**src/rtl/core/lge_ram.sv**
```systemverilog
// Generic single-write, single-read synchronous RAM with registered read data.
// Standalone, no package dependency.
module lge_ram #(
  parameter int WIDTH = 64,
  parameter int DEPTH = 64,
  parameter int AW    = $clog2(DEPTH)
) (
  input  logic             clk,
  input  logic             we,
  input  logic [AW-1:0]    wr_addr,
  input  logic [WIDTH-1:0] wr_data,
  input  logic             re,
  input  logic [AW-1:0]    rd_addr,
  output logic [WIDTH-1:0] rd_data
);

  logic [WIDTH-1:0] mem [DEPTH];

  always_ff @(posedge clk) begin
    if (we) begin
      mem[wr_addr] <= wr_data;
    end
    if (re) begin
      rd_data <= mem[rd_addr];
    end
  end

endmodule

```
**config.mk**
```make
export PLATFORM = sky130hd
export DESIGN_NAME = lge_ram
export DESIGN_NICKNAME = d
export VERILOG_FILES = /design/src/rtl/core/lge_ram.sv
export SDC_FILE = /design/constraint.sdc
export NUM_CORES = 2
export LEC_CHECK = 0
export BUFFER_PORTS_ARGS = -buffer_cell sky130_fd_sc_hd__buf_2
export CORE_ASPECT_RATIO = 0.8
export CORE_MARGIN = 8
export CORE_UTILIZATION = 67
export DETAILED_ROUTE_END_ITERATION = 6
export HOLD_SLACK_MARGIN = 0.03
export PLACE_DENSITY = 0.8
export SYNTH_ARGS = -nofsm -noshare
export SYNTH_HDL_FRONTEND = slang
export SYNTH_SLANG_ARGS = --single-unit
```
**constraint.sdc**
```tcl
create_clock -name clk -period 11.2 [get_ports clk]
set_input_delay 1.12 -clock clk [delete_from_list [all_inputs] [get_ports clk]]
set_output_delay 1.12 -clock clk [all_outputs]
set_load 0.1 [all_outputs]
```
# Word level (Yosys, flattened, before mapping)
# Memory sizes are Yosys's and may differ from the RTL's. A register that Yosys moved wholly into a read port is not among the register bits.
# Index checks and enable logic that the tools add are counted.
# word_totals
register_bits	0
in_bits	79
wordCells	3
romBits	0
output_inout_bits	64
latch_bits	0
mem_bits_rw	4096
mem_count	1
# classes
magnitude_cmp	0
shifts	0
bitwise	0
addsub	0
n_div	0
multipliers	0
n_eq_ne	0
reduce_logical	0
muxes	2
# mem_list
memory	depth	width	read_ports	rd_ports_with_merged_regs	write_ports	line	text
mem	64	64	1	1	1	17	logic [WIDTH-1:0] mem [DEPTH];
# op_table
cell	count
1-bit 2-to-1 mux	2

# Longest topological paths before layout
# depth
word_depth	2
depth_mapped	9
mapped_depth_nobuf	5

# Worst setup path before layout
# Ideal clock, no wire load.
# synth_path
path_type	input to register
start	in wr_addr[3]
end	mem mem[48][0] (enable)
n_path_buf	1
setup_ns	0.564
cell_stages	4
t_required_ns	10.636
t_arrival_ns	5.992
setup_slack_ns	4.644
cell_sequence	clkbuf_1 nor2b_1 nand4b_1 nor3_1
# synth_rtl
element	line	text
start: declaration	10	input logic [AW-1:0] wr_addr,
end: declaration	17	
# No word-level cell before the write port.

==> results_dict.tcl <==
set metrics [dict create \
    hold_class "primary input to register" \
    synth.distinct_cells 32 \
    start_util 0.6716 \
    crit_chain "buf_8 -> buf_4 -> buf_4 -> buf_4 -> mux4_2 -> mux2i_1 -> nand2_1 -> a31oi_1 -> a211oi_1" \
    finalSetupTns_ns 0 \
    ys.flop_type "edfxtp_1" \
    std_cell_rows 159 \
    regArea_um2 124900 \
    postRouteAntennaNets 0 \
    slowest_delay_ns 0.87 \
    ctsRootBufferMaster "clkbuf_16" \
    syn_inst 6598 \
    cp_data_required_time_ns 11.82 \
    wirelength_um 470500 \
    die_y_um 449.0 \
    nets 7017 \
    relSlewSlack 0.05197 \
    grtUsageMet1 0.4993 \
    cts_tree "done" \
    period_needed_ns 4.728 \
    cts_resized 0 \
    worst-r2r-setup-slack_ns 8.63 \
    num_io_pins 143 \
    crit_path_frequent_cell "buf_4" \
    grt_pass1_vias 82980 \
    worst-path-max-fanout 59 \
    nFillCells 11100 \
    path_class "primary input to register" \
    cts_buffer_depth 4 \
    status "complete, but fails checks" \
    start_kind "primary input" \
    drive_above_1_share 0.2736 \
    cts_buffers 375 \
    avgViaCountPerCell 7.886 \
    multi_input_area_um2 30780 \
    path_delay_family "buffers and inverters" \
    drcViolationCount 1 \
    finalSetupViolations 0 \
    fmax_mhz 211.5 \
    coreArea_um2 233800 \
    cts_setup_buffers 0 \
    crit_slowest_cell "buf_4" \
    synth.most_common_cell "edfxtp_1" \
    fp.dieW_um 557.2 \
    p_per_area_nw_per_um2 183.0 \
    insertion_delay_ns 0.93 \
    place_congestion 0.8071 \
    gr-total-overflow 0 \
    ir_drop_mv 0.1894 \
    synth_top_cell_area_share 0.7957 \
    syn_nets 6677 \
    maxCapViolCount 0 \
    rsz0062_at_grt "false" \
    synth_top_cell_by_area "edfxtp_1" \
    ys_seq_area_frac 0.7957 \
    final_util 0.7435 \
    htree_levels 5 \
    synth_area_leaders "edfxtp_1 80%, mux4_2 15%, mux2i_1 0.86%" \
    violations "design-rule violations" \
    grt_pass1_wl_um 647800 \
    groute.usage.overall 0.3744 \
    drt-initial-drc-count 16120 \
    drv_slew 0 \
    port_buffers 142 \
    crit_buf_inv 4 \
    ys_warn_count 0 \
    die_area_um2 250200 \
    async_flop_share 0 \
    skew_ns 0.03906 \
    grt_max_degree 137 \
    arrival_ns 5.34 \
    ys_ff_latch 4160 \
    globalRouteMet3Util 0.1242 \
    worstMarginPinSlew_ns 1.422 \
    syn_to_final_growth_pct 10.70 \
    avgSynthCellArea_um2 23.79 \
    route.vias.total 81940 \
    p_leak_nw 54.05 \
    path_clk_slew_ns 0.07 \
    synth_common_cells "4160 x edfxtp_1, 1024 x mux4_2, 170 x buf_2" \
    route.detailed.wl_per_inst_um 45.28 \
    cts_hold_buf 0 \
    first_pass_iters 6 \
    clock_sinks 4160 \
    finalCritPeriodShare 0.4222 \
    grt_use_met2 0.5545 \
    grt_busiest_layer "met2" \
    synth_area_um2 157000 \
    synth_edf_count 4160 \
    antenna_found_initial 37 \
    finalHoldViolCount 0 \
    hpwlAfterDp_um 223000 \
    endpoint_kind "register" \
]
## final cells by class
type | instances | area share
clock inverter | 213 | 0.01145
multi-input combinational | 2049 | 0.1771
clock buffer | 451 | 0.05625
sequential | 4160 | 0.7188
inverter | 19 | 0.0004104
timing repair buffer | 333 | 0.01299
tap | 3139 | 0.02260
antenna | 27 | 0.0003888
## layout by cell type, fill, tap and decap left out, drive strengths merged, types with 32 or more instances in the layout
cell type	n
nand3	45
a22o	88
buf	333
o221ai	38
edfxtp	4160
a211oi	63
nor2	112
nand2	58
a22oi	168
mux4	1024
clkinv	159
inv	34
clkbuf	451
bufinv	32
o22ai	83
and3	64
mux2i	135
## stage by stage
| stage | hold slack [ns] | setup slack [ns] | std cells | instance area, µm² | total power (W) |
|---|---|---|---|---|---|
| 2_1_floorplan | 0.8648 | 4.644 | 6598 | 157000 | 0.01861 |
| 3_3_place_gp | 0.8810 | 5.902 | 9700 | 162000 | 0.01918 |
| 3_5_place_dp | 0.8916 | 5.801 | 9700 | 162000 | 0.01923 |
| 4_1_cts | 0.7338 | 6.631 | 10360 | 173700 | 0.03176 |
| 5_1_grt | 0.7420 | 6.436 | 10380 | 173700 | 0.03231 |
| 6_report | 0.7742 | 6.472 | 10390 | 173800 | 0.03180 |
## logic make-up (layout without fill, tap and decap cells)
group           count (synthesis)  after routing  synth area share
compound gates                504            504           0.02467
buf+inv                       389           1016           0.01176
flops                        4160           4160            0.7957
mux                          1159           1159            0.1555
other cells                     0             27                 0
simple gates                  386            386           0.01235
## registers in the layout, summed over array words and instances (netlist names)
register and cells:
mem 4096, rd_data 64
## final timing paths
path,from,cells after the start,endpoint
worst max-delay path,rd_addr[2],9,rd_data[47]
worst min register to register,mem[52][63],4,rd_data[63]
worst max register to register,mem[8][14],5,rd_data[14]
worst min-delay path,re,1,rd_data[12]
## power by group
group	switching, W	internal (W)	total (W)	leakage [nW]
registers	0.0000781	0.0173	0.0174	37.5
clock network	0.00583	0.00698	0.0128	5.77
logic	0.00113	0.000517	0.00164	10.8
total	0.00703	0.0248	0.0318	54.0
## routing by layer
metal / vias up / routed length (µm) / share of wire
met2: 9089 / 212400 / 0.45
li1: 29170 / - / -
met5: - / 149 / 0.00032
met4: 24 / 32510 / 0.069
met1: 41710 / 146000 / 0.31
met3: 1948 / 79470 / 0.17
No activity file was read; power rests on OpenSTA's default activity.
