--- config.mk ---
export PLATFORM = sky130hd
export DESIGN_NAME = lge_row_rule
export DESIGN_NICKNAME = d
export VERILOG_FILES = /design/src/rtl/core/lge_pkg.sv /design/src/rtl/core/lge_row_rule.sv
export SDC_FILE = /design/constraint.sdc
export NUM_CORES = 1
export LEC_CHECK = 0
export ABC_AREA = 1
export BUFFER_PORTS_ARGS = -buffer_cell sky130_fd_sc_hd__buf_2
export CORE_MARGIN = 2
export CORE_UTILIZATION = 51
export DETAILED_ROUTE_END_ITERATION = 8
export PLACE_DENSITY = 0.89
export SYNTH_ARGS = -nofsm -noshare
export SYNTH_HDL_FRONTEND = slang
export SYNTH_SLANG_ARGS = --single-unit
export TNS_END_PERCENT = 50
--- constraint.sdc ---
create_clock -name vclk -period 5.1
set_clock_uncertainty 0.15 [all_clocks]
set_input_delay 1.275 -clock vclk [all_inputs]
set_output_delay 1.275 -clock vclk [all_outputs]
set_load 0.01 [all_outputs]
--- src/rtl/core/lge_pkg.sv ---
// Shared definitions for the life grid generation engine.
// Field widths, register codes, operation codes and rule constants.
// No dependencies.
package lge_pkg;

  localparam int MAX_WIDTH_DEF  = 64;
  localparam int MAX_HEIGHT_DEF = 64;

  localparam int REG_W     = 7;
  localparam int COL_W     = 6;
  localparam int ROW_W     = 6;
  localparam int IDX_W     = 6;
  localparam int MODE_W    = 2;
  localparam int CFG_IDX_W = 1;

  localparam logic [REG_W-1:0] REG_RESET = 7'd64;

  // neighbor count of one cell never exceeds eight
  localparam int NBR_CNT_W = 4;
  localparam logic [NBR_CNT_W-1:0] BIRTH_CNT   = 4'd3;
  localparam logic [NBR_CNT_W-1:0] SURVIVE_CNT = 4'd2;

  typedef enum logic [MODE_W-1:0] {
    MODE_TOGGLE  = 2'd0,
    MODE_ADVANCE = 2'd1,
    MODE_CLEAR   = 2'd2
  } mode_t;

  typedef enum logic [CFG_IDX_W-1:0] {
    CFG_GRID_WIDTH  = 1'b0,
    CFG_GRID_HEIGHT = 1'b1
  } cfg_reg_t;

endpackage

--- src/rtl/core/lge_row_rule.sv ---
// B3/S23 rule for one row: next row from the rows above, current and below.
// Uses lge_pkg for the neighbor count width and rule counts.
module lge_row_rule
  import lge_pkg::*;
#(
  parameter int WIDTH = MAX_WIDTH_DEF
) (
  input  logic [WIDTH-1:0] above,
  input  logic [WIDTH-1:0] cur,
  input  logic [WIDTH-1:0] below,
  input  logic [WIDTH-1:0] mask,
  output logic [WIDTH-1:0] nxt
);

  // pad one dead cell on each side so edge columns see dead neighbors
  logic [WIDTH+1:0] up_p, cur_p, dn_p;

  assign up_p  = {1'b0, above, 1'b0};
  assign cur_p = {1'b0, cur,   1'b0};
  assign dn_p  = {1'b0, below, 1'b0};

  for (genvar k = 0; k < WIDTH; k++) begin : g_col
    logic [NBR_CNT_W-1:0] cnt;
    assign cnt = NBR_CNT_W'(up_p[k]) + NBR_CNT_W'(up_p[k+1]) + NBR_CNT_W'(up_p[k+2])
               + NBR_CNT_W'(cur_p[k]) + NBR_CNT_W'(cur_p[k+2])
               + NBR_CNT_W'(dn_p[k]) + NBR_CNT_W'(dn_p[k+1]) + NBR_CNT_W'(dn_p[k+2]);
    assign nxt[k] = mask[k] & ((cnt == BIRTH_CNT) || ((cnt == SURVIVE_CNT) && cur[k]));
  end

endmodule
# After elaboration in Yosys (flattened, before gate mapping)
# Cells that the tools add are included.
[totals]
reg_bits = 0
word_cells = 761
[classes]
addsub = 441
n_eq_ne = 128
bitwise_logic = 64
n_reduce_logical = 128
[op_table]
columns = ["operator", "count"]
rows = [
  ["$add A4 B1 Y4", 252],
  ["$eq A4 B2 Y1 const B", 128],
  ["$add A3 B1 Y4", 63],
  ["$add A2 B1 Y3", 63],
  ["$add A1 B1 Y2", 63],
  ["$and A1 B1 Y1", 64],
  ["$logic_and A1 B1 Y1", 64],
  ["$logic_or A1 B1 Y1", 64],
]

# Longest topological paths before layout
[depth]
ltp_word = 11
depth_mapped = 11
depth_no_buf = 11

# Least setup slack after synthesis
# No wires, ideal clock.
[synth_path]
path_type = "input port to output port"
from = "in above[10]"
to = "out nxt[11]"
arrival_time_ps = 3832
t_required_ps = 3675
path_slack_ps = -157
cell_stages = 11
path_cell_list = "inv_1 > fa_1 > fa_1 > fa_1 > inv_1 > ha_1 > fa_1 > nand2_1 > nor2_1 > nand2_1 > nor2_1"
[synth_via]
elab_chain_len = 11
[synth_lines]
columns = ["element", "line_no", "text"]
rows = [
  ["from (decl)", "lge_row_rule.sv:8", "input logic [WIDTH-1:0] above,"],
  ["$add A1 B1 Y2 *", "lge_row_rule.sv:24", "assign cnt = NBR_CNT_W'(up_p[k]) + NBR_CNT_W'(up_p[k+1]) + NBR_CNT_W'(up_p[k+2])"],
  ["$add A2 B1 Y3 *", "lge_row_rule.sv:24", ""],
  ["$add A3 B1 Y4 *", "lge_row_rule.sv:25", "+ NBR_CNT_W'(cur_p[k]) + NBR_CNT_W'(cur_p[k+2])"],
  ["$add A4 B1 Y4 *", "lge_row_rule.sv:25", ""],
  ["$add A4 B1 Y4 * (3 in a row)", "lge_row_rule.sv:26", "+ NBR_CNT_W'(dn_p[k]) + NBR_CNT_W'(dn_p[k+1]) + NBR_CNT_W'(dn_p[k+2]);"],
  ["$eq A4 B2 Y1", "lge_row_rule.sv:27", "assign nxt[k] = mask[k] & ((cnt == BIRTH_CNT) || ((cnt == SURVIVE_CNT) && cur[k]));"],
  ["$logic_and A1 B1 Y1", "lge_row_rule.sv:27", ""],
  ["$logic_or A1 B1 Y1 *", "lge_row_rule.sv:27", ""],
  ["$and A1 B1 Y1 *", "lge_row_rule.sv:27", ""],
  ["to (decl)", "lge_row_rule.sv:12", "output logic [WIDTH-1:0] nxt"],
]
# Mark *: on every way between the ends. The rest lies on a longest branch, timed or not.

# Worst setup path in the final report
[layout_path]
from = "in cur[47]"
to = "out nxt[48]"
[layout_via]
elab_chain_len = 9
[layout_lines]
columns = ["element", "line_no", "text"]
rows = [
  ["from (decl)", "lge_row_rule.sv:9", "input logic [WIDTH-1:0] cur,"],
  ["$add A3 B1 Y4 *", "lge_row_rule.sv:25", ""],
  ["$add A4 B1 Y4 *", "lge_row_rule.sv:25", ""],
  ["$add A4 B1 Y4 * (3 in a row)", "lge_row_rule.sv:26", ""],
  ["$eq A4 B2 Y1", "lge_row_rule.sv:27", ""],
  ["$logic_and A1 B1 Y1", "lge_row_rule.sv:27", ""],
  ["$logic_or A1 B1 Y1 *", "lge_row_rule.sv:27", ""],
  ["$and A1 B1 Y1 *", "lge_row_rule.sv:27", ""],
]
# Marks and branches as above.

==> results.toml <==
[critical_path]
cp_cell_sequence = "buf_8, inv_4, fa_1, fa_1, fa_1, inv_2, ha_4, fa_1, nand2_1, nor2_1, nand2_1, nor2_2, buf_2"
crit_buf_inv = 4
end_kind = "output pin"
crit_family = "adder cells"
path_class = "in -> out"
worstSetupStartpointType = "input pin"
cp.required_ns = 3.67
arrival_ns = 4.70
cp_max_fo = 2
slowest_delay_ns = 0.61
crit_slowest_cell = "fa_1"
path_common_cell = "fa_1"

[logic_synthesis]
synth_top_family_by_area = "adder cells"
muxShareOfSynthArea_pct = 0
post_synth_fa_ha_maj_area_fraction_pct = 63.1
synth_compound_gate_area_share_pct = 2.71
synth_xor_xnor_area_share_pct = 0
seq_area_frac_synth_pct = 0
synth-simple-area-share_pct = 16.0
yosysUniqueCellTypes = 9
netlist_instances = 1570
syn-num-nets = 2266
yosysWarnings = 0
synth_area_per_cell_um2 = 7.47
syn_area_um2 = 11700

[grt]
antenna_found_initial = 9
overflow = 0
track_usage_pct = 30.8
grt_max_degree = 4
grt_pass1_wl_mm = 60.1
grt_pass1_vias = 13491

[placement]
dpl.hpwl_mm = 27.9
port_buffers = 320
gp_congestion = 0.846
dp_cells = 2325

[finish]
drive_gt1_share_pct = 35.5
flops_and_latches = 0
final_common_cell = "inv_1"
clkbuf_count = 0
seqCellArea_um2 = 0
fin_nets = 2739
stdcell_count = 2334
area_delta_synth_final_pct = 38.3
final_cell_mix = "inv_1, nand2_1, fa_1"
fill_cells = 1388

[drt]
dr.pass1.iters = 9
routed-via-count = 12425
viasPerCell = 5.32
wl_mm = 43.0
first_iter_violations = 1193
wire_per_inst_um = 18.4
drc = 2
ant_nets = 0

[floorplan]
dieArea_um2 = 24200
start_util_pct = 51.9
coreArea_um2 = 22600
io_pins = 320
dieHeight_um = 156
dieWidth_um = 156
rows = 55

[min_path]
hp-class = "in -> out"

[timing]
finalSetupTns_ns = -27.27
rsz0062_at_grt = "true"
final_hold_viol_count = 0
setup_slack_ns = -1.02
min_period_over_period_pct = 120
fmax_ghz = 0.163
worstMarginPinSlew_ns = 0.423
maxSlewViolCount = 0
min_period_ns = 6.12
setup_violations = 62
slew_headroom_pct = 71.7

[run_status]
status = "finished with violations"
violations = "design-rule violations, negative setup slack"

[flow_run]
drv_cap = 0

[pwr]
ir_worst_vdd_mv = 0.133
leakagePower_nw = 9.37
powerDensity_nw_per_um2 = 209
==> report_power, final <==
part	internal, W	leakage [nW]	switching, W
logic	0.00144	9.37	0.00195
registers	0	0	0
clock network	0.000000000250	0.0000515	0
==> synthesized netlist by cell type <==
master	number	area share, %
nand3_1	1	0.043
ha_1	188	20
a21oi_1	62	2.6
a211oi_1	1	0.064
nor2_1	248	7.9
nand2_1	249	8.0
nor3_1	1	0.043
inv_1	568	18
fa_1	252	43
==> metrics by stage <==
stage	hold slack (ns)	area [um^2]	utilization (%)	worst slack, ns	total power [W]
2_1_floorplan	2.50	11900	-	-0.111	0.00191
3_3_place_gp	2.71	15000	66.3	-0.544	0.00250
3_5_place_dp	2.71	15000	66.3	-0.553	0.00277
4_1_cts	2.71	15800	69.9	-0.482	0.00292
5_1_grt	2.74	16200	71.8	-1.27	0.00380
6_report	2.73	16200	71.8	-1.02	0.00339
==> area by class of cell <==
cell class,count,area (um^2),area share (%)
Antenna cell,8,20.0,0.124
Multi-Input combinational cell,1002,10100,62.5
Tap cell,285,357,2.20
Inverter,568,2290,14.1
Timing Repair Buffer,471,3410,21.1
==> worst paths after layout <==
| kind | startpoint | endpoint | depth (start not counted) |
|---|---|---|---|
| worst max-delay path | cur[47] | nxt[48] | 13 |
| worst min-delay path | mask[0] | nxt[0] | 4 |
==> layer usage <==
layer,routed length [um],track usage (%),vias to the layer above
met4,3810,17.7,12
met3,5500,8.69,370
met5,227,0,-
li1,-,-,5370
met2,20600,56.8,877
met1,12800,30.9,5796
==> cell families after synthesis <==
family,Yosys count
AOI/OAI and AO/OA,63
and+or+nand+nor,499
buffers and inverters,568
adders and majority gates,440
==> repair_timing <==
| item | 4_1_cts | 5_1_grt |
|---|---|---|
| hold buffers | 0 | 0 |
| pin swaps | 75 | 72 |
| endpoints found under the setup margin | 62 | 62 |
| endpoints found under the hold margin | 0 | 0 |
| buffers inserted | 1 | 0 |
| gates resized for setup | 281 | 137 |
Power figures use the tool's default switching activity.
